`src/hdl/assert_macros.svh`:
```
// Assertion macros shared by the capture FIFO modules.
`ifndef ASSERT_MACROS_SVH
`define ASSERT_MACROS_SVH

// Condition holds at every clock edge outside reset.
`define ASSERT_ALWAYS(lbl, cond) \
	lbl: assert property (@(posedge clk) disable iff (!arst_n) (cond)) \
		else $error("capture fifo check failed");

// Consequence holds in the same cycle as the antecedent.
`define ASSERT_IMPL(lbl, ante, cons) \
	lbl: assert property (@(posedge clk) disable iff (!arst_n) (ante) |-> (cons)) \
		else $error("capture fifo check failed");

// Consequence holds in the cycle after the antecedent.
`define ASSERT_NEXT(lbl, ante, cons) \
	lbl: assert property (@(posedge clk) disable iff (!arst_n) (ante) |=> (cons)) \
		else $error("capture fifo check failed");

`endif

```
`src/hdl/acrf_pkg.sv`:
```
// Shared types, constants and helper functions of the audio capture ring FIFO.
package acrf_pkg;

	localparam int RING_FRAMES  = 4096;
	localparam int MAX_CHANNELS = 8;

	localparam int PTR_W      = $clog2(RING_FRAMES);
	localparam int CNT_W      = $clog2(RING_FRAMES + 1);
	localparam int CH_IDX_W   = (MAX_CHANNELS > 1) ? $clog2(MAX_CHANNELS) : 1;
	localparam int CH_W       = 4;
	localparam int BLK_W      = 16;
	localparam int SAMPLE_W   = 24;
	localparam int PEAK_W     = 23;
	localparam int OVR_W      = 32;
	localparam int CMP_W      = ((BLK_W > CNT_W) ? BLK_W : CNT_W) + 1;

	localparam logic [PEAK_W-1:0] PEAK_MAX = '1;

	// Stream packing
	localparam int IN_RAW_W     = BLK_W + CH_W + MAX_CHANNELS * SAMPLE_W;
	localparam int IN_TDATA_W   = ((IN_RAW_W + 7) / 8) * 8;
	localparam int OUT_RAW_W    = MAX_CHANNELS * SAMPLE_W + PEAK_W + OVR_W + CNT_W;
	localparam int OUT_TDATA_W  = ((OUT_RAW_W + 7) / 8) * 8;
	localparam int IN_TUSER_W   = 2;
	localparam int OUT_TUSER_W  = 1;

	// Output queue and credit counter
	localparam int Q_DEPTH = 4;
	localparam int Q_PTR_W = $clog2(Q_DEPTH);
	localparam int Q_CNT_W = $clog2(Q_DEPTH + 1);

	// Configuration port
	localparam int APB_ADDR_W = 3;
	localparam int APB_DATA_W = 32;
	localparam logic [APB_ADDR_W-1:0] REG_OUT_CHANNELS = 3'd0;

	// Item kinds on tuser bit 0
	localparam logic FUNC_PUSH  = 1'b0;
	localparam logic FUNC_DRAIN = 1'b1;

	typedef logic [MAX_CHANNELS-1:0][SAMPLE_W-1:0] acrf_frame_t;
	typedef logic [MAX_CHANNELS-1:0][PEAK_W-1:0]   acrf_mags_t;

	// Ring access for the current beat
	typedef struct packed {
		logic             wr_en;
		logic [PTR_W-1:0] wr_addr;
		logic             rd_en;
		logic [PTR_W-1:0] rd_addr;
	} acrf_ctl_t;

	// Status of a beat after its control update
	typedef struct packed {
		logic             vld;
		logic             frame_valid;
		logic [OVR_W-1:0] overrun;
		logic [CNT_W-1:0] fill;
	} acrf_stat_t;

	// One result beat
	typedef struct packed {
		logic [CNT_W-1:0]  fill;
		logic [OVR_W-1:0]  overrun;
		logic [PEAK_W-1:0] peak;
		acrf_frame_t       samples;
		logic              frame_valid;
	} acrf_res_t;

	// Clamp a channel count to 1..MAX_CHANNELS
	function automatic logic [CH_W-1:0] clamp_ch(input logic [CH_W-1:0] v);
		logic [CH_W-1:0] r;
		if (v == '0) begin
			r = CH_W'(1);
		end else if (v > CH_W'(MAX_CHANNELS)) begin
			r = CH_W'(MAX_CHANNELS);
		end else begin
			r = v;
		end
		return r;
	endfunction

	// Absolute value of a Q1.23 sample, most negative saturates
	function automatic logic [PEAK_W-1:0] magnitude(input logic [SAMPLE_W-1:0] s);
		logic [SAMPLE_W-1:0] neg;
		logic [PEAK_W-1:0]   r;
		neg = ~s + SAMPLE_W'(1);
		if (!s[SAMPLE_W-1]) begin
			r = s[PEAK_W-1:0];
		end else if (s[PEAK_W-1:0] == '0) begin
			r = PEAK_MAX;
		end else begin
			r = neg[PEAK_W-1:0];
		end
		return r;
	endfunction

	// Advance a ring position with wrap
	function automatic logic [PTR_W-1:0] next_ptr(input logic [PTR_W-1:0] p);
		logic [PTR_W-1:0] r;
		if (p == PTR_W'(RING_FRAMES - 1)) begin
			r = '0;
		end else begin
			r = p + PTR_W'(1);
		end
		return r;
	endfunction

endpackage

```
`src/hdl/acrf_merge.sv`:
```
// Merge of the lanes: peak over lane magnitudes and assembly of the result beat.
module acrf_merge (
	input  logic                        clk,
	input  logic                        arst_n,
	input  acrf_pkg::acrf_stat_t        stat_s1,
	input  acrf_pkg::acrf_mags_t        mag_s1,
	input  acrf_pkg::acrf_frame_t       rd_s1,
	input  logic [acrf_pkg::CH_W-1:0]   out_ch,
	output logic                        res_vld,
	output acrf_pkg::acrf_res_t         res
);
	import acrf_pkg::*;

	localparam int HALF = (MAX_CHANNELS + 1) / 2;

	acrf_stat_t        stat_s2;
	acrf_frame_t       samp_d, samp_s2;
	logic [PEAK_W-1:0] max_a_d, max_b_d, max_a_s2, max_b_s2;
	logic [PEAK_W-1:0] pair_max;
	logic [PEAK_W-1:0] peak_q, peak_d;

	// Mask drained channels and reduce each half of the lanes
	always_comb begin
		max_a_d = '0;
		max_b_d = '0;
		for (int c = 0; c < MAX_CHANNELS; c++) begin
			samp_d[c] = (stat_s1.frame_valid && CH_W'(c) < out_ch) ? rd_s1[c] : '0;
			if (c < HALF) begin
				if (mag_s1[c] > max_a_d) max_a_d = mag_s1[c];
			end else begin
				if (mag_s1[c] > max_b_d) max_b_d = mag_s1[c];
			end
		end
	end

	// Fold the two halves into the running peak
	always_comb begin
		pair_max = (max_a_s2 > max_b_s2) ? max_a_s2 : max_b_s2;
		peak_d   = (pair_max > peak_q) ? pair_max : peak_q;
	end

	// Advance the status stage and hold the running peak
	always_ff @(posedge clk or negedge arst_n) begin
		if (!arst_n) begin
			stat_s2.vld         <= 1'b0;
			stat_s2.frame_valid <= 1'b0;
			stat_s2.overrun     <= '0;
			stat_s2.fill        <= '0;
			peak_q              <= '0;
		end else begin
			stat_s2.vld         <= stat_s1.vld;
			stat_s2.frame_valid <= stat_s1.frame_valid;
			stat_s2.overrun     <= stat_s1.overrun;
			stat_s2.fill        <= stat_s1.fill;
			if (stat_s2.vld) begin
				peak_q <= peak_d;
			end
		end
	end

	always_ff @(posedge clk) begin
		samp_s2  <= samp_d;
		max_a_s2 <= max_a_d;
		max_b_s2 <= max_b_d;
	end

	assign res_vld         = stat_s2.vld;
	assign res.fill        = stat_s2.fill;
	assign res.overrun     = stat_s2.overrun;
	assign res.peak        = peak_d;
	assign res.samples     = samp_s2;
	assign res.frame_valid = stat_s2.frame_valid;

endmodule

```
`config.mk`:
```
export PLATFORM = sky130hd
export DESIGN_NAME = acrf_merge
export DESIGN_NICKNAME = d
export VERILOG_FILES = /design/src/hdl/assert_macros.svh /design/src/hdl/acrf_pkg.sv /design/src/hdl/acrf_merge.sv
export SDC_FILE = /design/constraint.sdc
export NUM_CORES = 1
export LEC_CHECK = 0
export BUFFER_PORTS_ARGS = -buffer_cell sky130_fd_sc_hd__buf_2
export CAP_MARGIN = 20
export CORE_AREA = 2 2 269 271
export DETAILED_ROUTE_END_ITERATION = 12
export DIE_AREA = 0 0 271 273
export GPL_TIMING_DRIVEN = 0
export PLACE_DENSITY = 0.5
export SLEW_MARGIN = 20
export SYNTH_ARGS = -nofsm -noshare
export SYNTH_HDL_FRONTEND = slang
export SYNTH_SLANG_ARGS = --single-unit
```
`constraint.sdc`:
```
create_clock -name clk -period 5.4 [get_ports clk]
set_clock_uncertainty 0.15 [all_clocks]
set_input_delay 1.08 -clock clk [delete_from_list [all_inputs] [get_ports clk]]
set_output_delay 1.08 -clock clk [all_outputs]
set_load 0.03 [all_outputs]
```
==> key figures <==
Run status
  • Outcome: finished with violations
  • Violated checks: setup timing

Route
  • DRC errors left: 0
  • Post-DR wirelength/cell: around 22 um
  • Violation count after the first detailed-routing iteration: between 700 and 800
  • Vias per cell: approximately 4.4
  • DRT antenna net count: 0
  • Post-detailed-routing wire length: 72,900 um
  • DR pass1 iterations: 5
  • Via count: between 10,000 and 15,000

Clocking
  • CTS H-tree depth: 2
  • TritonCTS clock tree: built
  • Clk_lat worst skew: about 0.55 ns
  • Bufs on Longest Clock Path: 3
  • Number of buffers inserted by hold repair at cts: 0
  • TritonCTS Sinks: slightly above 300
  • Number of buffers added by the clock tree synthesis step: 38
  • Clock-pin slew on the worst setup and hold paths: 0.06 ns
  • Root Buffer: sky130_fd_sc_hd__clkbuf_16

Placed design
  • Number of placed cells counting well taps: 3,137
  • Total of buffers placed on input and output ports: approximately 690
  • Final weighted congestion of routability-driven global placement: about 0.95
  • Placed wire-length estimate: 58,600 um

Global routing
  • Via count of the first global-routing pass: between 15,000 and 20,000
  • Antenna violations before repair: 14
  • Met3 Use GR: 4.31%
  • Global-route layer with the greatest usage: met2
  • GR Layer Usage met2: 30.0%
  • Leftover overflow at the end of global routing: 0
  • Global-route total usage across every layer: 18.6%
  • Pin count of the biggest net entering global routing: 40
  • Global-route wire length before repair: approximately 100,000 um
  • Met1 usage: ~25%

Die
  • Die footprint: about 0.074 mm2
  • Initial standard-cell utilization of the core: 21.1%
  • Die height: about 270 um
  • Horizontal die dimension: 271 um
  • Core outline area: slightly above 0.07 mm2
  • Boundary Pins: between 600 and 700
  • Placement Rows: 98

STA
  • Max-slew violations: 0
  • Worst Slack Setup Final: -1.54 ns
  • Hold Fails Final Rpt: 0
  • Achievable Freq: approximately 140 MHz
  • Crit path time final: roughly 6.9 ns
  • Worst-Margin Slew: around 1.1 ns
  • Setup-failing EPs final: a little under 70
  • Worst relative slew slack: 29.5%
  • Unrepaired setup endpoints after global routing: true
  • Post-route clock period utilization: 129%

Finish
  • Most common cell after layout, fill and taps aside: sky130_fd_sc_hd__buf_2
  • Growth of design area from synthesis to finish: 70.3%
  • Finished Layout Cells: approximately 3,300
  • Final core utilization: 35.9%
  • Top library cells by usage in the layout, fill and taps aside: sky130_fd_sc_hd__buf_2, sky130_fd_sc_hd__dfxtp_1, sky130_fd_sc_hd__and2_1
  • Ratio of cells with drive above 1 in the final layout: 54.2%
  • # fillers: between 7,000 and 8,000
  • Layout Nets: 2,948

Yosys
  • Mapped Cells: roughly 1,500
  • Seq/Total Area, Yosys: 43.5%
  • Number of warnings printed during yosys synthesis: 0
  • Number of unique standard cell types used by synthesis: 47
  • Synthesized area per cell: 10.0 um2
  • Number of enable flip-flop cells after synthesis: 0
  • Register bit count reported by yosys: 308
  • Syn Std Cell Area: approximately 0.015 mm2
  • Synthesized netlist net count: between 2,000 and 2,500
  • Share of flip-flops with an asynchronous set or reset after synthesis: 22.7%
  • Top_reg_cell synth: sky130_fd_sc_hd__dfxtp_1

Critical path
  • CP arrival: 7.24 ns
  • Largest fanout of any net on the critical path: 6
  • Type of destination of the critical path: register
  • Crit path max-delay family: simple AND/OR/NAND/NOR gates
  • Slowest stage cell on the critical path: sky130_fd_sc_hd__or4_4
  • Data required time of the worst path: about 5.7 ns
  • Crit path buffers/inverters: 10
  • Critical path's largest stage delay: roughly 0.66 ns
  • Startpoint Class: input port
  • Path type of the worst setup path: input port to register

Hold path
  • Type of the tightest min-delay check: input port to asynchronous set/reset pin

Power
  • Total power: around 14 mW
  • Power density cells: between 500 and 600 mW/mm2
  • Leakage component of the power: between 10 and 15 nW
  • Peak supply drop: around 0.37 mV

Flow run
  • # Max-Cap Violations: 0
-- synthesized netlist by cell type (all sizes together) (2+ instances only) --
cell type | number | area, um2
inv | 129 | 484
o31ai | 4 | 30.0
dfrtp | 70 | 1750
a211oi | 36 | 280
a221oi | 28 | 245
o221ai | 4 | 35.0
or4 | 5 | 37.5
mux2 | 69 | 777
nor2 | 93 | 349
nand4 | 34 | 213
o21a | 7 | 52.6
a21oi | 61 | 305
nand3b | 4 | 30.0
nor3b | 23 | 173
clkbuf | 49 | 184
dfxtp | 238 | 4760
nand3 | 23 | 115
o22ai | 3 | 18.8
buf | 13 | 88.8
o21ai | 37 | 189
and3 | 24 | 150
nor3 | 32 | 160
nor2b | 51 | 319
a21o | 53 | 398
mux2i | 46 | 460
ha | 184 | 2300
a31oi | 2 | 12.5
nor4 | 5 | 31.3
nand2b | 4 | 25.0
and2 | 122 | 763
nand2 | 33 | 124
-- report_power, final --
group          total, mW  leakage, nW  switching, mW  internal [mW]
registers           2.92         2.79          0.268           2.66
logic               8.11         8.84           4.12           3.99
clock network       2.62        0.623           1.04           1.58
-- worst register-to-register path, cell delays in order (launching register included) --
cell and delay [ns]:
sky130_fd_sc_hd__dfxtp_2 0.36, sky130_fd_sc_hd__inv_2 0.06, sky130_fd_sc_hd__ha_4 0.23, sky130_fd_sc_hd__buf_4 0.13
sky130_fd_sc_hd__a21oi_1 0.14, sky130_fd_sc_hd__nand2_1 0.10, sky130_fd_sc_hd__a221oi_2 0.36, sky130_fd_sc_hd__a31oi_2 0.15
sky130_fd_sc_hd__buf_6 0.16, sky130_fd_sc_hd__buf_6 0.12, sky130_fd_sc_hd__buf_4 0.13, sky130_fd_sc_hd__mux2_4 0.32
sky130_fd_sc_hd__ha_4 0.27, sky130_fd_sc_hd__nand4_1 0.19, sky130_fd_sc_hd__buf_4 0.22, sky130_fd_sc_hd__nor2_2 0.11
sky130_fd_sc_hd__nand3_2 0.11, sky130_fd_sc_hd__buf_4 0.16, sky130_fd_sc_hd__nand4_1 0.22, sky130_fd_sc_hd__clkbuf_1 0.58
sky130_fd_sc_hd__mux2_2 0.42
-- layout make-up --
class	count	area, um2	area share (%)
multi-input cells	998	10300	40.3
flip-flops and latches	308	6560	25.8
repair buffers	803	5030	19.7
well taps	950	1190	4.66
clock buffers	53	1060	4.15
plain buffers	57	607	2.38
inverters	129	534	2.10
clock inverters	16	216	0.849
diodes	5	12.5	0.0491
-- cells by family after synthesis --
kind of cell | after synthesis | share of synthesized area [%]
buffers and inverters | 191 | 5.06
adder cells (fa/ha/maj) | 184 | 15.4
AO/OA/AOI/OAI | 243 | 10.9
multiplexers | 115 | 8.27
AND/OR/NAND/NOR | 456 | 16.8
flip-flops | 308 | 43.5
-- per-layer routing --
metal	routed length, um	part of all wire (%)	up-vias
li1	-	-	6934
met1	32200	44	7071
met2	33800	46	580
met3	4860	6.7	105
met4	2070	2.8	4
met5	24	0.033	-
-- sequential cells by signal, indices dropped and copies added, names as in the netlist --
register and count:
max_b_s2 23, max_a_s2 23, res 238, peak_q 23, res_vld 1
-- metrics by stage --
step                setup slack (ns)  hold slack, ns  setup TNS (ns)  instance area, um2
detailed placement             -3.00           0.364         -155.75               20400
floorplan                     -0.887           0.346          -39.11               15700
global placement               -3.06           0.356         -157.67               20300
global route                   -1.65           0.394          -86.21               25500
finish                         -1.54           0.379          -73.98               25500
CTS                            -1.32           0.363          -64.93               24600
-- repair_timing --
item	CTS	global route
gates resized for setup	453	142
pin swaps	88	79
setup endpoints to repair	79	69
gates cloned	14	4
setup buffers	69	28
-- worst paths after layout --
check,from,endpoint,slack (ns),depth (start not counted)
worst min-delay path,arst_n,res[248],0.38,1
worst max-delay path,mag_s1[17],max_a_s2[17],-1.54,31
max in group asynchronous,arst_n,res[216],4.13,2
worst max register to register,max_b_s2[21],peak_q[5],0.59,20
min in group clk,peak_q[18],peak_q[18],0.38,1
worst min register to register,peak_q[18],peak_q[18],0.38,1
No activity file was read; power rests on OpenSTA's default activity.
