### src/hdl/assert_macros.svh
// Assertion macros shared by the capture FIFO modules.
`ifndef ASSERT_MACROS_SVH
`define ASSERT_MACROS_SVH

// Condition holds at every clock edge outside reset.
`define ASSERT_ALWAYS(lbl, cond) \
	lbl: assert property (@(posedge clk) disable iff (!arst_n) (cond)) \
		else $error("capture fifo check failed");

// Consequence holds in the same cycle as the antecedent.
`define ASSERT_IMPL(lbl, ante, cons) \
	lbl: assert property (@(posedge clk) disable iff (!arst_n) (ante) |-> (cons)) \
		else $error("capture fifo check failed");

// Consequence holds in the cycle after the antecedent.
`define ASSERT_NEXT(lbl, ante, cons) \
	lbl: assert property (@(posedge clk) disable iff (!arst_n) (ante) |=> (cons)) \
		else $error("capture fifo check failed");

`endif

### src/hdl/acrf_pkg.sv
// Shared types, constants and helper functions of the audio capture ring FIFO.
package acrf_pkg;

	localparam int RING_FRAMES  = 4096;
	localparam int MAX_CHANNELS = 8;

	localparam int PTR_W      = $clog2(RING_FRAMES);
	localparam int CNT_W      = $clog2(RING_FRAMES + 1);
	localparam int CH_IDX_W   = (MAX_CHANNELS > 1) ? $clog2(MAX_CHANNELS) : 1;
	localparam int CH_W       = 4;
	localparam int BLK_W      = 16;
	localparam int SAMPLE_W   = 24;
	localparam int PEAK_W     = 23;
	localparam int OVR_W      = 32;
	localparam int CMP_W      = ((BLK_W > CNT_W) ? BLK_W : CNT_W) + 1;

	localparam logic [PEAK_W-1:0] PEAK_MAX = '1;

	// Stream packing
	localparam int IN_RAW_W     = BLK_W + CH_W + MAX_CHANNELS * SAMPLE_W;
	localparam int IN_TDATA_W   = ((IN_RAW_W + 7) / 8) * 8;
	localparam int OUT_RAW_W    = MAX_CHANNELS * SAMPLE_W + PEAK_W + OVR_W + CNT_W;
	localparam int OUT_TDATA_W  = ((OUT_RAW_W + 7) / 8) * 8;
	localparam int IN_TUSER_W   = 2;
	localparam int OUT_TUSER_W  = 1;

	// Output queue and credit counter
	localparam int Q_DEPTH = 4;
	localparam int Q_PTR_W = $clog2(Q_DEPTH);
	localparam int Q_CNT_W = $clog2(Q_DEPTH + 1);

	// Configuration port
	localparam int APB_ADDR_W = 3;
	localparam int APB_DATA_W = 32;
	localparam logic [APB_ADDR_W-1:0] REG_OUT_CHANNELS = 3'd0;

	// Item kinds on tuser bit 0
	localparam logic FUNC_PUSH  = 1'b0;
	localparam logic FUNC_DRAIN = 1'b1;

	typedef logic [MAX_CHANNELS-1:0][SAMPLE_W-1:0] acrf_frame_t;
	typedef logic [MAX_CHANNELS-1:0][PEAK_W-1:0]   acrf_mags_t;

	// Ring access for the current beat
	typedef struct packed {
		logic             wr_en;
		logic [PTR_W-1:0] wr_addr;
		logic             rd_en;
		logic [PTR_W-1:0] rd_addr;
	} acrf_ctl_t;

	// Status of a beat after its control update
	typedef struct packed {
		logic             vld;
		logic             frame_valid;
		logic [OVR_W-1:0] overrun;
		logic [CNT_W-1:0] fill;
	} acrf_stat_t;

	// One result beat
	typedef struct packed {
		logic [CNT_W-1:0]  fill;
		logic [OVR_W-1:0]  overrun;
		logic [PEAK_W-1:0] peak;
		acrf_frame_t       samples;
		logic              frame_valid;
	} acrf_res_t;

	// Clamp a channel count to 1..MAX_CHANNELS
	function automatic logic [CH_W-1:0] clamp_ch(input logic [CH_W-1:0] v);
		logic [CH_W-1:0] r;
		if (v == '0) begin
			r = CH_W'(1);
		end else if (v > CH_W'(MAX_CHANNELS)) begin
			r = CH_W'(MAX_CHANNELS);
		end else begin
			r = v;
		end
		return r;
	endfunction

	// Absolute value of a Q1.23 sample, most negative saturates
	function automatic logic [PEAK_W-1:0] magnitude(input logic [SAMPLE_W-1:0] s);
		logic [SAMPLE_W-1:0] neg;
		logic [PEAK_W-1:0]   r;
		neg = ~s + SAMPLE_W'(1);
		if (!s[SAMPLE_W-1]) begin
			r = s[PEAK_W-1:0];
		end else if (s[PEAK_W-1:0] == '0) begin
			r = PEAK_MAX;
		end else begin
			r = neg[PEAK_W-1:0];
		end
		return r;
	endfunction

	// Advance a ring position with wrap
	function automatic logic [PTR_W-1:0] next_ptr(input logic [PTR_W-1:0] p);
		logic [PTR_W-1:0] r;
		if (p == PTR_W'(RING_FRAMES - 1)) begin
			r = '0;
		end else begin
			r = p + PTR_W'(1);
		end
		return r;
	endfunction

endpackage

### src/hdl/acrf_ctrl.sv
// Block admission, ring positions, fill level and overrun counter.
`include "assert_macros.svh"
module acrf_ctrl (
	input  logic                       clk,
	input  logic                       arst_n,
	input  logic                       acc,
	input  logic                       func,
	input  logic                       first,
	input  logic [acrf_pkg::BLK_W-1:0] blk,
	output acrf_pkg::acrf_ctl_t        ctl,
	output acrf_pkg::acrf_stat_t       stat_s1
);
	import acrf_pkg::*;

	logic [PTR_W-1:0] wr_ptr_q, wr_ptr_d;
	logic [PTR_W-1:0] rd_ptr_q, rd_ptr_d;
	logic [CNT_W-1:0] held_q, held_d;
	logic [BLK_W-1:0] rem_q, rem_d;
	logic             drop_q, drop_d;
	logic [OVR_W-1:0] ovr_q, ovr_d;
	logic [CNT_W-1:0] free;
	logic             too_big;
	logic             room;
	logic             store;
	logic             drain;

	// Decide admission and the ring access for this beat
	always_comb begin
		free    = CNT_W'(RING_FRAMES) - held_q;
		too_big = CMP_W'(blk) > CMP_W'(free);
		room    = held_q < CNT_W'(RING_FRAMES);
		rem_d   = rem_q;
		drop_d  = drop_q;
		ovr_d   = ovr_q;
		store   = 1'b0;
		drain   = 1'b0;
		if (acc) begin
			if (func == FUNC_PUSH) begin
				if (first) begin
					if (blk == '0) begin
						rem_d  = '0;
						drop_d = 1'b0;
					end else if (too_big) begin
						if (ovr_q != '1) begin
							ovr_d = ovr_q + OVR_W'(1);
						end
						drop_d = 1'b1;
						rem_d  = blk - BLK_W'(1);
					end else begin
						drop_d = 1'b0;
						rem_d  = blk - BLK_W'(1);
						store  = room;
					end
				end else if (rem_q != '0) begin
					rem_d = rem_q - BLK_W'(1);
					store = !drop_q && room;
				end
			end else begin
				drain = held_q != '0;
			end
		end
		wr_ptr_d = store ? next_ptr(wr_ptr_q) : wr_ptr_q;
		rd_ptr_d = drain ? next_ptr(rd_ptr_q) : rd_ptr_q;
		if (store) begin
			held_d = held_q + CNT_W'(1);
		end else if (drain) begin
			held_d = held_q - CNT_W'(1);
		end else begin
			held_d = held_q;
		end
	end

	assign ctl.wr_en   = store;
	assign ctl.wr_addr = wr_ptr_q;
	assign ctl.rd_en   = drain;
	assign ctl.rd_addr = rd_ptr_q;

	// Hold control state and the status travelling with the beat
	always_ff @(posedge clk or negedge arst_n) begin
		if (!arst_n) begin
			wr_ptr_q            <= '0;
			rd_ptr_q            <= '0;
			held_q              <= '0;
			rem_q               <= '0;
			drop_q              <= 1'b0;
			ovr_q               <= '0;
			stat_s1.vld         <= 1'b0;
			stat_s1.frame_valid <= 1'b0;
			stat_s1.overrun     <= '0;
			stat_s1.fill        <= '0;
		end else begin
			wr_ptr_q            <= wr_ptr_d;
			rd_ptr_q            <= rd_ptr_d;
			held_q              <= held_d;
			rem_q               <= rem_d;
			drop_q              <= drop_d;
			ovr_q               <= ovr_d;
			stat_s1.vld         <= acc;
			stat_s1.frame_valid <= drain;
			stat_s1.overrun     <= ovr_d;
			stat_s1.fill        <= held_d;
		end
	end

	`ASSERT_ALWAYS(a_held_max, held_q <= CNT_W'(RING_FRAMES))
	`ASSERT_IMPL(a_empty_ptrs, held_q == '0, wr_ptr_q == rd_ptr_q)
	`ASSERT_NEXT(a_store_grows, store, held_q == $past(held_q) + CNT_W'(1))

endmodule

### config.mk
export PLATFORM = sky130hd
export DESIGN_NAME = acrf_ctrl
export DESIGN_NICKNAME = d
export VERILOG_FILES = /design/src/hdl/acrf_pkg.sv /design/src/hdl/acrf_ctrl.sv
export VERILOG_INCLUDE_DIRS = /design/src /design/src/hdl
export SDC_FILE = /design/constraint.sdc
export NUM_CORES = 1
export LEC_CHECK = 0
export ABC_AREA = 1
export BUFFER_PORTS_ARGS = -buffer_cell sky130_fd_sc_hd__buf_2
export CAP_MARGIN = 10
export CORE_UTILIZATION = 55
export CTS_BUF_LIST = sky130_fd_sc_hd__clkbuf_4
export CTS_CLUSTER_SIZE = 30
export DETAILED_ROUTE_END_ITERATION = 8
export HOLD_SLACK_MARGIN = 0.02
export PLACE_DENSITY = 0.77
export SLEW_MARGIN = 20
export SYNTH_ARGS = -nofsm -noshare
export SYNTH_HDL_FRONTEND = slang
export SYNTH_SLANG_ARGS = --single-unit
### constraint.sdc
create_clock -name clk -period 4.6 [get_ports clk]
set_input_delay 0.69 -clock clk [delete_from_list [all_inputs] [get_ports clk]]
set_output_delay 0.69 -clock clk [all_outputs]
set_load 0.05 [all_outputs]
==> results of run 1 <==
[what timing repair did]
action	CTS	global route
setup endpoints to repair	0	7
buffers inserted	0	0
gates resized for setup	0	14
[sequential cells by signal, indices dropped and copies added (netlist names)]
signal    cells
rd_ptr_q     12
drop_q        1
rem_q        16
stat_s1       2
held_q       13
wr_ptr_q     12
ovr_q        32
[how the worst max path moves through the flow]
stage / to / slack, ps / cells after the start
final: ctl[25] / 400 / 22
after global routing: ctl[25] / 20 / 20
after CTS: ctl[25] / 110 / 22
after detailed placement: held_q[12]$_DFFE_PN0P_ / 290 / 29
after global placement: held_q[12]$_DFFE_PN0P_ / 400 / 29
after floorplan: held_q[9]$_DFFE_PN0P_ / 360 / 27
[power breakdown]
part	total (uW)	leakage [uW]	internal, uW	switching, uW
logic	1940	0.00236	622	1320
clock network	420	0.0000629	115	305
registers	1150	0.00114	929	221
total	3510	0.00357	1670	1850
[placed cells by master (no fill, tap or decap), drive strengths merged, types with 5 or more instances in the layout]
master,Yosys,final
nor4,9,9
xnor2,21,21
a21oi,27,27
nor2,79,79
nand2,266,266
o31ai,6,6
buf,19,98
nand4,17,17
xor2,60,60
inv,83,85
o21ai,68,68
nand3b,5,5
o22ai,5,5
dfrtp,88,88
clkbuf,1,9
ha,30,30
nand3,46,46
nor3,38,38
[cells by family after synthesis]
family                   count (synthesis)
AND/OR/NAND/NOR                        465
adder cells (fa/ha/maj)                 31
XOR/XNOR                                81
buffers and inverters                  103
flip-flops                              88
AO/OA/AOI/OAI                          114
[cell type report]
class,instances,area share
inverters,83,0.0437
clock buffers,9,0.00941
multi-input cells,691,0.534
flip-flops and latches,88,0.307
repair buffers,98,0.0723
diodes,2,0.000697
well taps,143,0.0249
clock inverters,7,0.00767
[metal layers]
layer	global-route usage	part of all wire
met5	0	0
met4	0.0711	0.014
met3	0.0686	0.063
met2	0.421	0.47
met1	0.365	0.46
[stage by stage]
stage	total power (uW)	instance area, um2	hold slack (ps)	setup WS (ps)
3_3_place_gp	3040	7020	468	403
6_report	3510	7180	219	403
2_1_floorplan	2630	6490	394	362
5_1_grt	3810	7180	266	23.7
4_1_cts	3500	7140	233	107
3_5_place_dp	3070	7020	486	288
==> summary.txt, run 1 <==
Final #Nets -> 1023
Power Density -> 489 nW/um2
vias in the first global route -> 5588
largest family of logic cells by synthesized area -> simple AND/OR/NAND/NOR gates
synth unique cells -> 43
CP arrival -> 3510 ps
largest net degree at the start of global routing -> 57
CTS tree -> yes
first-pass GRT wire length -> 26700 um
CP peak stage delay -> 470 ps
Register Area -> 2200 um2
max cap viols -> 0
Commonest cells post-synth -> 263 x nand2_1, 88 x dfrtp_1, 79 x inv_1, 75 x nor2_1, 60 x xor2_1
reg2reg start -> held_q[0]$_DFFE_PN0P_
die area -> 12200 um2
Mapped Nets -> 934
core area -> 11500 um2
RSZ-0062 raised after global routing -> no
Worst EP required -> 3910 ps
Clock Latency Late Sink -> 490 ps
Mean Syn Cell Area -> 7.36 um2
clock root buffer -> clkbuf_4
fillers -> 1071
gp weighted congestion -> 0.919
non-filler cells, final -> 1121
P_leak -> 0.00357 uW
crit path cell chain -> inv_4, ha_1, nand2_1, nor2_2, nand3_2, nor2_1, nand2_1, nor2_2, xor2_1, ha_1, inv_1, nor2_1, nand2_1, nor2_2, nand3_1, nand2_1, nand2_1, nand2_1, nand2_4, inv_1, buf_6, buf_6
detailed-route wire length -> 15600 um
synthesized area -> 6490 um2
vias per inst -> 5.36
Cells after Synth -> 882
total CTS buffers -> 9
Hold WC Path Type -> input pin to asynchronous set/reset pin
crit path from -> held_q[0]$_DFFE_PN0P_
Hold Buf Count CTS -> 0
FMAX -> 238 MHz
clock buffer depth -> 2
H-tree depth -> 3
minimum clock period -> 4200 ps
cell mode on critical path -> nand2_1
Slew @ Worst Pin -> 852 ps
DRT Pass-1 Iters -> 5
initial core utilization -> 0.566
die height -> 111 um
post-route ant nets -> 0
I/O pins -> 94
Multi-input gate area -> 3840 um2
Top delay family on crit path -> simple AND/OR/NAND/NOR gates
Buf/Inv on CP -> 5
Synth area leaders -> dfrtp_1 34%, nand2_1 15%, xor2_1 8.1%
Crit Path Max Fanout -> 11
DR vias -> 6012
multiplexer area fraction after synthesis -> 0
area delta synth->final -> 10.6%
ys flop type -> dfrtp_1
gr usage total -> 0.267
number of enable flip-flop cells after synthesis -> 0
Finished Core Util -> 0.626
Reg2Reg Setup Slack -> 470 ps
Worst-path clk slew -> 150 ps
sequential area share after synthesis -> 0.339
status -> finished clean
initial antenna violation count -> 2
Synth top area share -> 0.339
post-synth top area cell -> dfrtp_1
compound-cell area share of the yosys netlist -> 0.0981
total number of yosys warnings -> 0
Remaining DRCs -> 0
Worst Setup End Kind -> output port
placed cell count -> 1103
clock sink total -> 88
dpl hpwl -> 11700 um
site row count -> 39
Setup Crit Path Kind -> register to output port
CP max stage cell -> dfrtp_2
R2R depth -> 29
share of layout cells above drive strength 1 -> 0.158
Seq cells post-synth -> 88
r2r endpoint -> held_q[10]$_DFFE_PN0P_
Slew Limit Fails -> 0
Initial DRC Count -> 346
Final Setup Violations -> 0
wire per inst -> 13.9 um
post-synthesis simple-gate area fraction -> 0.320
Synth async-reset ratio -> 1.00
VDD IR max -> 416 uV
PortBufs -> 93
sum of negative setup slack -> 0 ps
Synth Area in XOR/XNOR -> 0.109
final hold viol count -> 0
Tcrit/Tclk final -> 0.912
Worst setup SP type -> register
most common cell in the synthesized netlist -> nand2_1
adder-cell share of the synthesized area -> 0.0609
relative slew slack -> 0.430
GRT Residual Overflow -> 0
clk_skew -> 16.4 ps
die width -> 111 um
(Power assumes the default switching activity.)
==> inputs of run 2 (changes only) <==
Settings changed: PLACE_DENSITY 0.77 to 0.76.
Clock period 4.6 ns to 4.5 ns, I/O delays scaled along.
==> summary.txt, run 2 (synthesis gave the netlist of run 1 again) <==
relative slew slack -> 0.411 (was 0.430)
GR peak layer -> met2 (unchanged)
DRT Pass-1 Iters -> 7 (was 5)
Worst Setup End Kind -> output port (unchanged)
most flop-heavy register -> ovr_q (unchanged)
sequential share of power -> 0.322 (was 0.327)
VDD IR max -> 460 uV (was 416 uV)
status -> finished clean (unchanged)
Worst-path clk slew -> 160 ps (was 150 ps)
Tcrit/Tclk final -> 0.913
core area -> 11500 um2 (unchanged)
die width -> 111 um (unchanged)
Hold Buf Count CTS -> 0 (unchanged)
grt met2 use -> 0.427 (was 0.421)
Combinational Power Share -> 0.556 (was 0.553)
minimum clock period -> 4110 ps
Worst EP required -> 3830 ps (was 3910 ps)
Initial DRC Count -> 347 (was 346)
Power Density -> 502 nW/um2 (was 489 nW/um2)
Setup WS post-layout -> 393 ps (was 403 ps)
FMAX -> 243 MHz
crit path from -> held_q[0]$_DFFE_PN0P_ (unchanged)
clock root buffer -> clkbuf_4 (unchanged)
first-pass GRT wire length -> 26500 um (was 26700 um)
final hold viol count -> 0 (unchanged)
dpl hpwl -> 11700 um (about the same)
Clk pwr share -> 0.122 (was 0.120)
P_leak -> 0.00359 uW (was 0.00357 uW)
Crit Path Max Fanout -> 11 (unchanged)
Final Setup Violations -> 0 (unchanged)
PortBufs -> 93 (unchanged)
r2r endpoint -> held_q[12]$_DFFE_PN0P_ (was held_q[10]$_DFFE_PN0P_)
gp weighted congestion -> 0.906 (was 0.919)
area delta synth->final -> 11.3% (was 10.6%)
clk_skew -> 19.7 ps (was 16.4 ps)
CP arrival -> 3430 ps (was 3510 ps)
Top Registers -> ovr_q x32, rem_q x16, held_q x13 (unchanged)
max FFs per register -> 32 (unchanged)
initial core utilization -> 0.566 (unchanged)
Worst setup SP type -> register (unchanged)
wire per inst -> 13.5 um (was 13.9 um)
most common cell after layout, fill and taps aside -> nand2_1 (unchanged)
Hold WC Path Type -> input pin to asynchronous set/reset pin (unchanged)
share of layout cells above drive strength 1 -> 0.163 (was 0.158)
Slew Limit Fails -> 0 (unchanged)
reg2reg start -> held_q[0]$_DFFE_PN0P_ (unchanged)
GR met3 Demand/Resource -> 0.0735 (was 0.0686)
Setup Crit Path Kind -> register to output port (unchanged)
clock sink total -> 88 (unchanged)
post-route ant nets -> 0 (unchanged)
die height -> 111 um (unchanged)
vias per inst -> 5.31 (was 5.36)
gr usage total -> 0.264 (was 0.267)
max cap viols -> 0 (unchanged)
GRT Residual Overflow -> 0 (unchanged)
Remaining DRCs -> 0 (unchanged)
CTS tree -> yes (unchanged)
pre-CTS setup slack -> 254 ps (was 288 ps)
total CTS buffers -> 9 (unchanged)
clock buffer depth -> 2 (unchanged)
Switching Fraction -> 0.520 (was 0.526)
most frequent cells in the layout -> 263 x nand2_1, 91 x buf_2, 87 x dfrtp_1 (unchanged)
die area -> 12200 um2 (unchanged)
Reg2Reg Setup Slack -> 480 ps (was 470 ps)
Clock Latency Late Sink -> 480 ps (was 490 ps)
site row count -> 39 (unchanged)
DR vias -> 5982 (was 6012)
n_diodes -> 0 (was 2)
Slew @ Worst Pin -> 881 ps (was 852 ps)
H-tree depth -> 3 (unchanged)
R2R depth -> 29 (unchanged)
detailed-route wire length -> 15200 um (was 15600 um)
largest net degree at the start of global routing -> 57 (unchanged)
met1 GRT Util -> 0.350 (was 0.365)
non-filler cells, final -> 1126 (was 1121)
I/O pins -> 94 (unchanged)
placed cell count -> 1104 (was 1103)
Sw Pwr -> 1890 uW (was 1850 uW)
vias in the first global route -> 5613 (was 5588)
initial antenna violation count -> 0 (was 2)
Final #Nets -> 1030 (was 1023)
Power Internal -> 1740 uW (was 1670 uW)
-- run 2: metrics by stage --
step                total power [uW]   util  hold slack (ps)  TNS [ps]  cell area [um2]
floorplan                       2690      -              379         0             6490
finish                          3620  0.630              218         0             7220
global route                    3950  0.630              235     -9.21             7220
CTS                             3580  0.624              224         0             7160
detailed placement              3140  0.613              475         0             7030
global placement                3110  0.613              467         0             7030
-- run 2: repair_timing --
item,4_1_cts,5_1_grt
setup buffers,0,6
endpoints found under the setup margin,0,8
resized for setup,0,11
-- run 2: power groups by stage --
| stage | clock network, uW | logic (uW) | registers [uW] |
|---|---|---|---|
| 3_3_place_gp | 0 | 1930 | 1180 |
| 4_1_cts | 456 | 1960 | 1160 |
| 6_report | 442 | 2010 | 1170 |
| 2_1_floorplan | 0 | 1110 | 1580 |
| 5_1_grt | 494 | 2260 | 1200 |
| 3_5_place_dp | 0 | 1960 | 1180 |
-- run 2: how the worst max path moves through the flow --
stage / to / slack, ps / cells past startpoint
floorplan: held_q[9]$_DFFE_PN0P_ / 260 / 27
finish: ctl[25] / 390 / 22
CTS: ctl[25] / 80 / 22
global route: held_q[10]$_DFFE_PN0P_ / -5 / 27
detailed placement: held_q[10]$_DFFE_PN0P_ / 250 / 29
global placement: held_q[12]$_DFFE_PN0P_ / 410 / 29
-- run 2: layout make-up --
cell class | count | area, um2
clock inverters | 7 | 61.3
well taps | 143 | 179
inverters | 83 | 312
multi-input cells | 691 | 3830
flip-flops and latches | 88 | 2200
clock buffers | 9 | 67.6
fillers | 1038 | 4250
repair buffers | 105 | 568
-- run 2: critical path, stage by stage (launching register included) --
cell and delay (ps):
dfrtp_1 440, inv_2 100, ha_1 190, nand2_1 70, nor2_2 150, nand3_2 100
nor2_1 90, nand2_1 100, nor2_2 130, xor2_1 90, ha_1 270, inv_1 30
nor2_1 110, nand2_1 60, nor2_1 130, nand3_1 80, nand2_1 90, nand2_1 50
nand2_1 60, nand2_2 110, inv_1 130, buf_6 170, buf_6 170
-- run 2: metal layers --
metal  share of wire  vias up
met3           0.071       16
met1            0.45     2704
li1                -     3078
met5               0        -
met2            0.46      184
met4           0.013        0
==> inputs of run 3 (changes only) <==
Settings changed: BUFFER_PORTS_ARGS -buffer_cell sky130_fd_sc_hd__buf_2 to unset, CORE_ASPECT_RATIO set to 1.25, DONT_BUFFER_PORTS set to 1, PLACE_DENSITY 0.76 to 0.69, RECOVER_POWER set to 100.
==> summary.txt, run 3 (synthesis gave the netlist of run 1 again) <==
clock root buffer -> clkbuf_4 (unchanged)
met2 wire len -> 7840 um (was 7030 um)
detailed-route wire length -> 15900 um (was 15200 um)
Slew Limit Fails -> 89 (was 0)
die height -> 123 um (was 111 um)
post-route ant nets -> 0 (unchanged)
sum of negative setup slack -> 0 ps (unchanged)
DRT Pass-1 Iters -> 5 (was 7)
most flop-heavy register -> ovr_q (unchanged)
n_diodes -> 0 (unchanged)
routed wl met3 -> 976 um (was 1080 um)
Worst-path clk slew -> 130 ps (was 160 ps)
Reg2Reg Setup Slack -> 370 ps (was 480 ps)
Worst Setup End Kind -> output port (unchanged)
total CTS buffers -> 9 (unchanged)
most frequent cells in the layout -> 263 x nand2_1, 88 x dfrtp_1, 80 x inv_1 (was 263 x nand2_1, 91 x buf_2, 87 x dfrtp_1)
vias in the first global route -> 5495 (was 5613)
minimum clock period -> 4160 ps (was 4110 ps)
gp weighted congestion -> 0.922 (was 0.906)
Top Layer Used -> met4 (unchanged)
Tcrit/Tclk final -> 0.924 (was 0.913)
FMAX -> 240 MHz (was 243 MHz)
Slew @ Worst Pin -> 2190 ps (was 881 ps)
die area -> 12200 um2 (about the same)
largest net degree at the start of global routing -> 89 (was 57)
DR vias -> 5827 (was 5982)
Remaining DRCs -> 0 (unchanged)
GRT Residual Overflow -> 0 (unchanged)
Final Setup Violations -> 0 (unchanged)
placed cell count -> 1016 (was 1104)
initial antenna violation count -> 0 (unchanged)
Setup Crit Path Kind -> register to output port (unchanged)
Min Hold Slack -> 245 ps (was 218 ps)
Worst setup SP type -> register (unchanged)
die width -> 99.2 um (was 111 um)
I/O pins -> 94 (unchanged)
gr usage total -> 0.271 (was 0.264)
Hold WC Path Type -> input pin to register (was input pin to asynchronous set/reset pin)
wire per inst -> 15.3 um (was 13.5 um)
relative slew slack -> -0.458 (was 0.411)
final hold viol count -> 0 (unchanged)
clock sink total -> 88 (unchanged)
PortBufs -> 0 (was 93)
area delta synth->final -> 4.72% (was 11.3%)
share of layout cells above drive strength 1 -> 0.0646 (was 0.163)
Final #Nets -> 946 (was 1030)
CTS tree -> yes (unchanged)
first-pass GRT wire length -> 26500 um (unchanged)
Metal-1 WL -> 6750 um (was 6910 um)
Top Registers -> ovr_q x32, rem_q x16, held_q x13 (unchanged)
status -> finished with violations (was finished clean)
failing checks -> capacitance limit, slew limit
initial core utilization -> 0.561 (was 0.566)
Crit Path Max Fanout -> 12 (was 11)
vias per inst -> 5.62 (was 5.31)
Final Cell Area -> 6800 um2 (was 7220 um2)
max cap viols -> 1 (was 0)
P_leak -> 0.00318 uW (was 0.00359 uW)
DP Area -> 6630 um2 (was 7030 um2)
core area -> 11600 um2 (was 11500 um2)
Finished Core Util -> 0.588 (was 0.630)
most common cell after layout, fill and taps aside -> nand2_1 (unchanged)
site row count -> 44 (was 39)
RSZ-0062 raised after global routing -> no
clock buffer depth -> 2 (unchanged)
Worst EP required -> 3830 ps (about the same)
CP arrival -> 3480 ps (was 3430 ps)
H-tree depth -> 3 (unchanged)
Clock Latency Late Sink -> 450 ps (was 480 ps)
VDD IR max -> 377 uV (was 460 uV)
max FFs per register -> 32 (unchanged)
non-filler cells, final -> 1036 (was 1126)
clk_skew -> 13.6 ps (was 19.7 ps)
dpl hpwl -> 12000 um (was 11700 um)
Power Density -> 529 nW/um2 (was 502 nW/um2)
Initial DRC Count -> 270 (was 347)
[run 3: cell type report]
type                    instances  area, um2
fillers                      1143       4760
multi-input cells             691       3830
flip-flops and latches         88       2200
inverters                      83        312
well taps                     138        173
repair buffers                 21        125
clock inverters                 5       82.6
clock buffers                  10       75.1
[run 3: path summary, 6_finish.rpt]
check	to	startpoint	cells after the start
worst max register to register	held_q[12]$_DFFE_PN0P_	held_q[1]$_DFFE_PN0P_	28
worst min register to register	rem_q[13]$_DFFE_PN0P_	rem_q[13]$_DFFE_PN0P_	2
max in group asynchronous	rd_ptr_q[0]$_DFFE_PN0P_	arst_n	1
worst min-delay path	stat_s1[46]$_DFF_PN0_	acc	0
min in group asynchronous	ovr_q[0]$_DFFE_PN0P_	arst_n	1
worst max-delay path	ctl[25]	held_q[1]$_DFFE_PN0P_	21
[run 3: worst max-delay path: stages, from the launching register on]
cell and delay (ps):
dfrtp_1 420, inv_2 100, ha_1 200, nand2_1 80
nor2_2 150, nand3_2 100, nor2_1 110, nand2_1 110
nor2_2 130, xor2_1 80, ha_1 280, inv_1 40
nor2_1 130, nand2_1 70, nor2_1 160, nand3_1 80
nand2_1 120, nand2_1 60, nand2_1 100, nand2_4 130
inv_1 120, buf_4 280
[run 3: metal layers]
metal  global-route usage  up-vias
li1                     -     2908
met1                0.342     2735
met2                0.458      151
met3               0.0639       33
met4               0.0919        0
met5                    0        -
[run 3: repair_timing]
| item | in CTS | in global routing |
|---|---|---|
| buffers inserted | 0 | 4 |
| endpoints found under the setup margin | 0 | 11 |
| hold endpoints to repair | 88 | 0 |
| resized for setup | 0 | 13 |
| hold buffers | 1 | 0 |
[run 3: stage by stage]
| step | setup slack (ps) | power (uW) |
|---|---|---|
| 2_1_floorplan | 262 | 2690 |
| 3_3_place_gp | 363 | 3010 |
| 3_5_place_dp | 94.0 | 3080 |
| 4_1_cts | 82.4 | 3620 |
| 5_1_grt | 25.0 | 3900 |
| 6_report | 341 | 3600 |
[run 3: report_power, final]
| part | switching, uW | internal, uW |
|---|---|---|
| clock | 283 | 230 |
| sequential | 461 | 943 |
| combinational | 1100 | 578 |
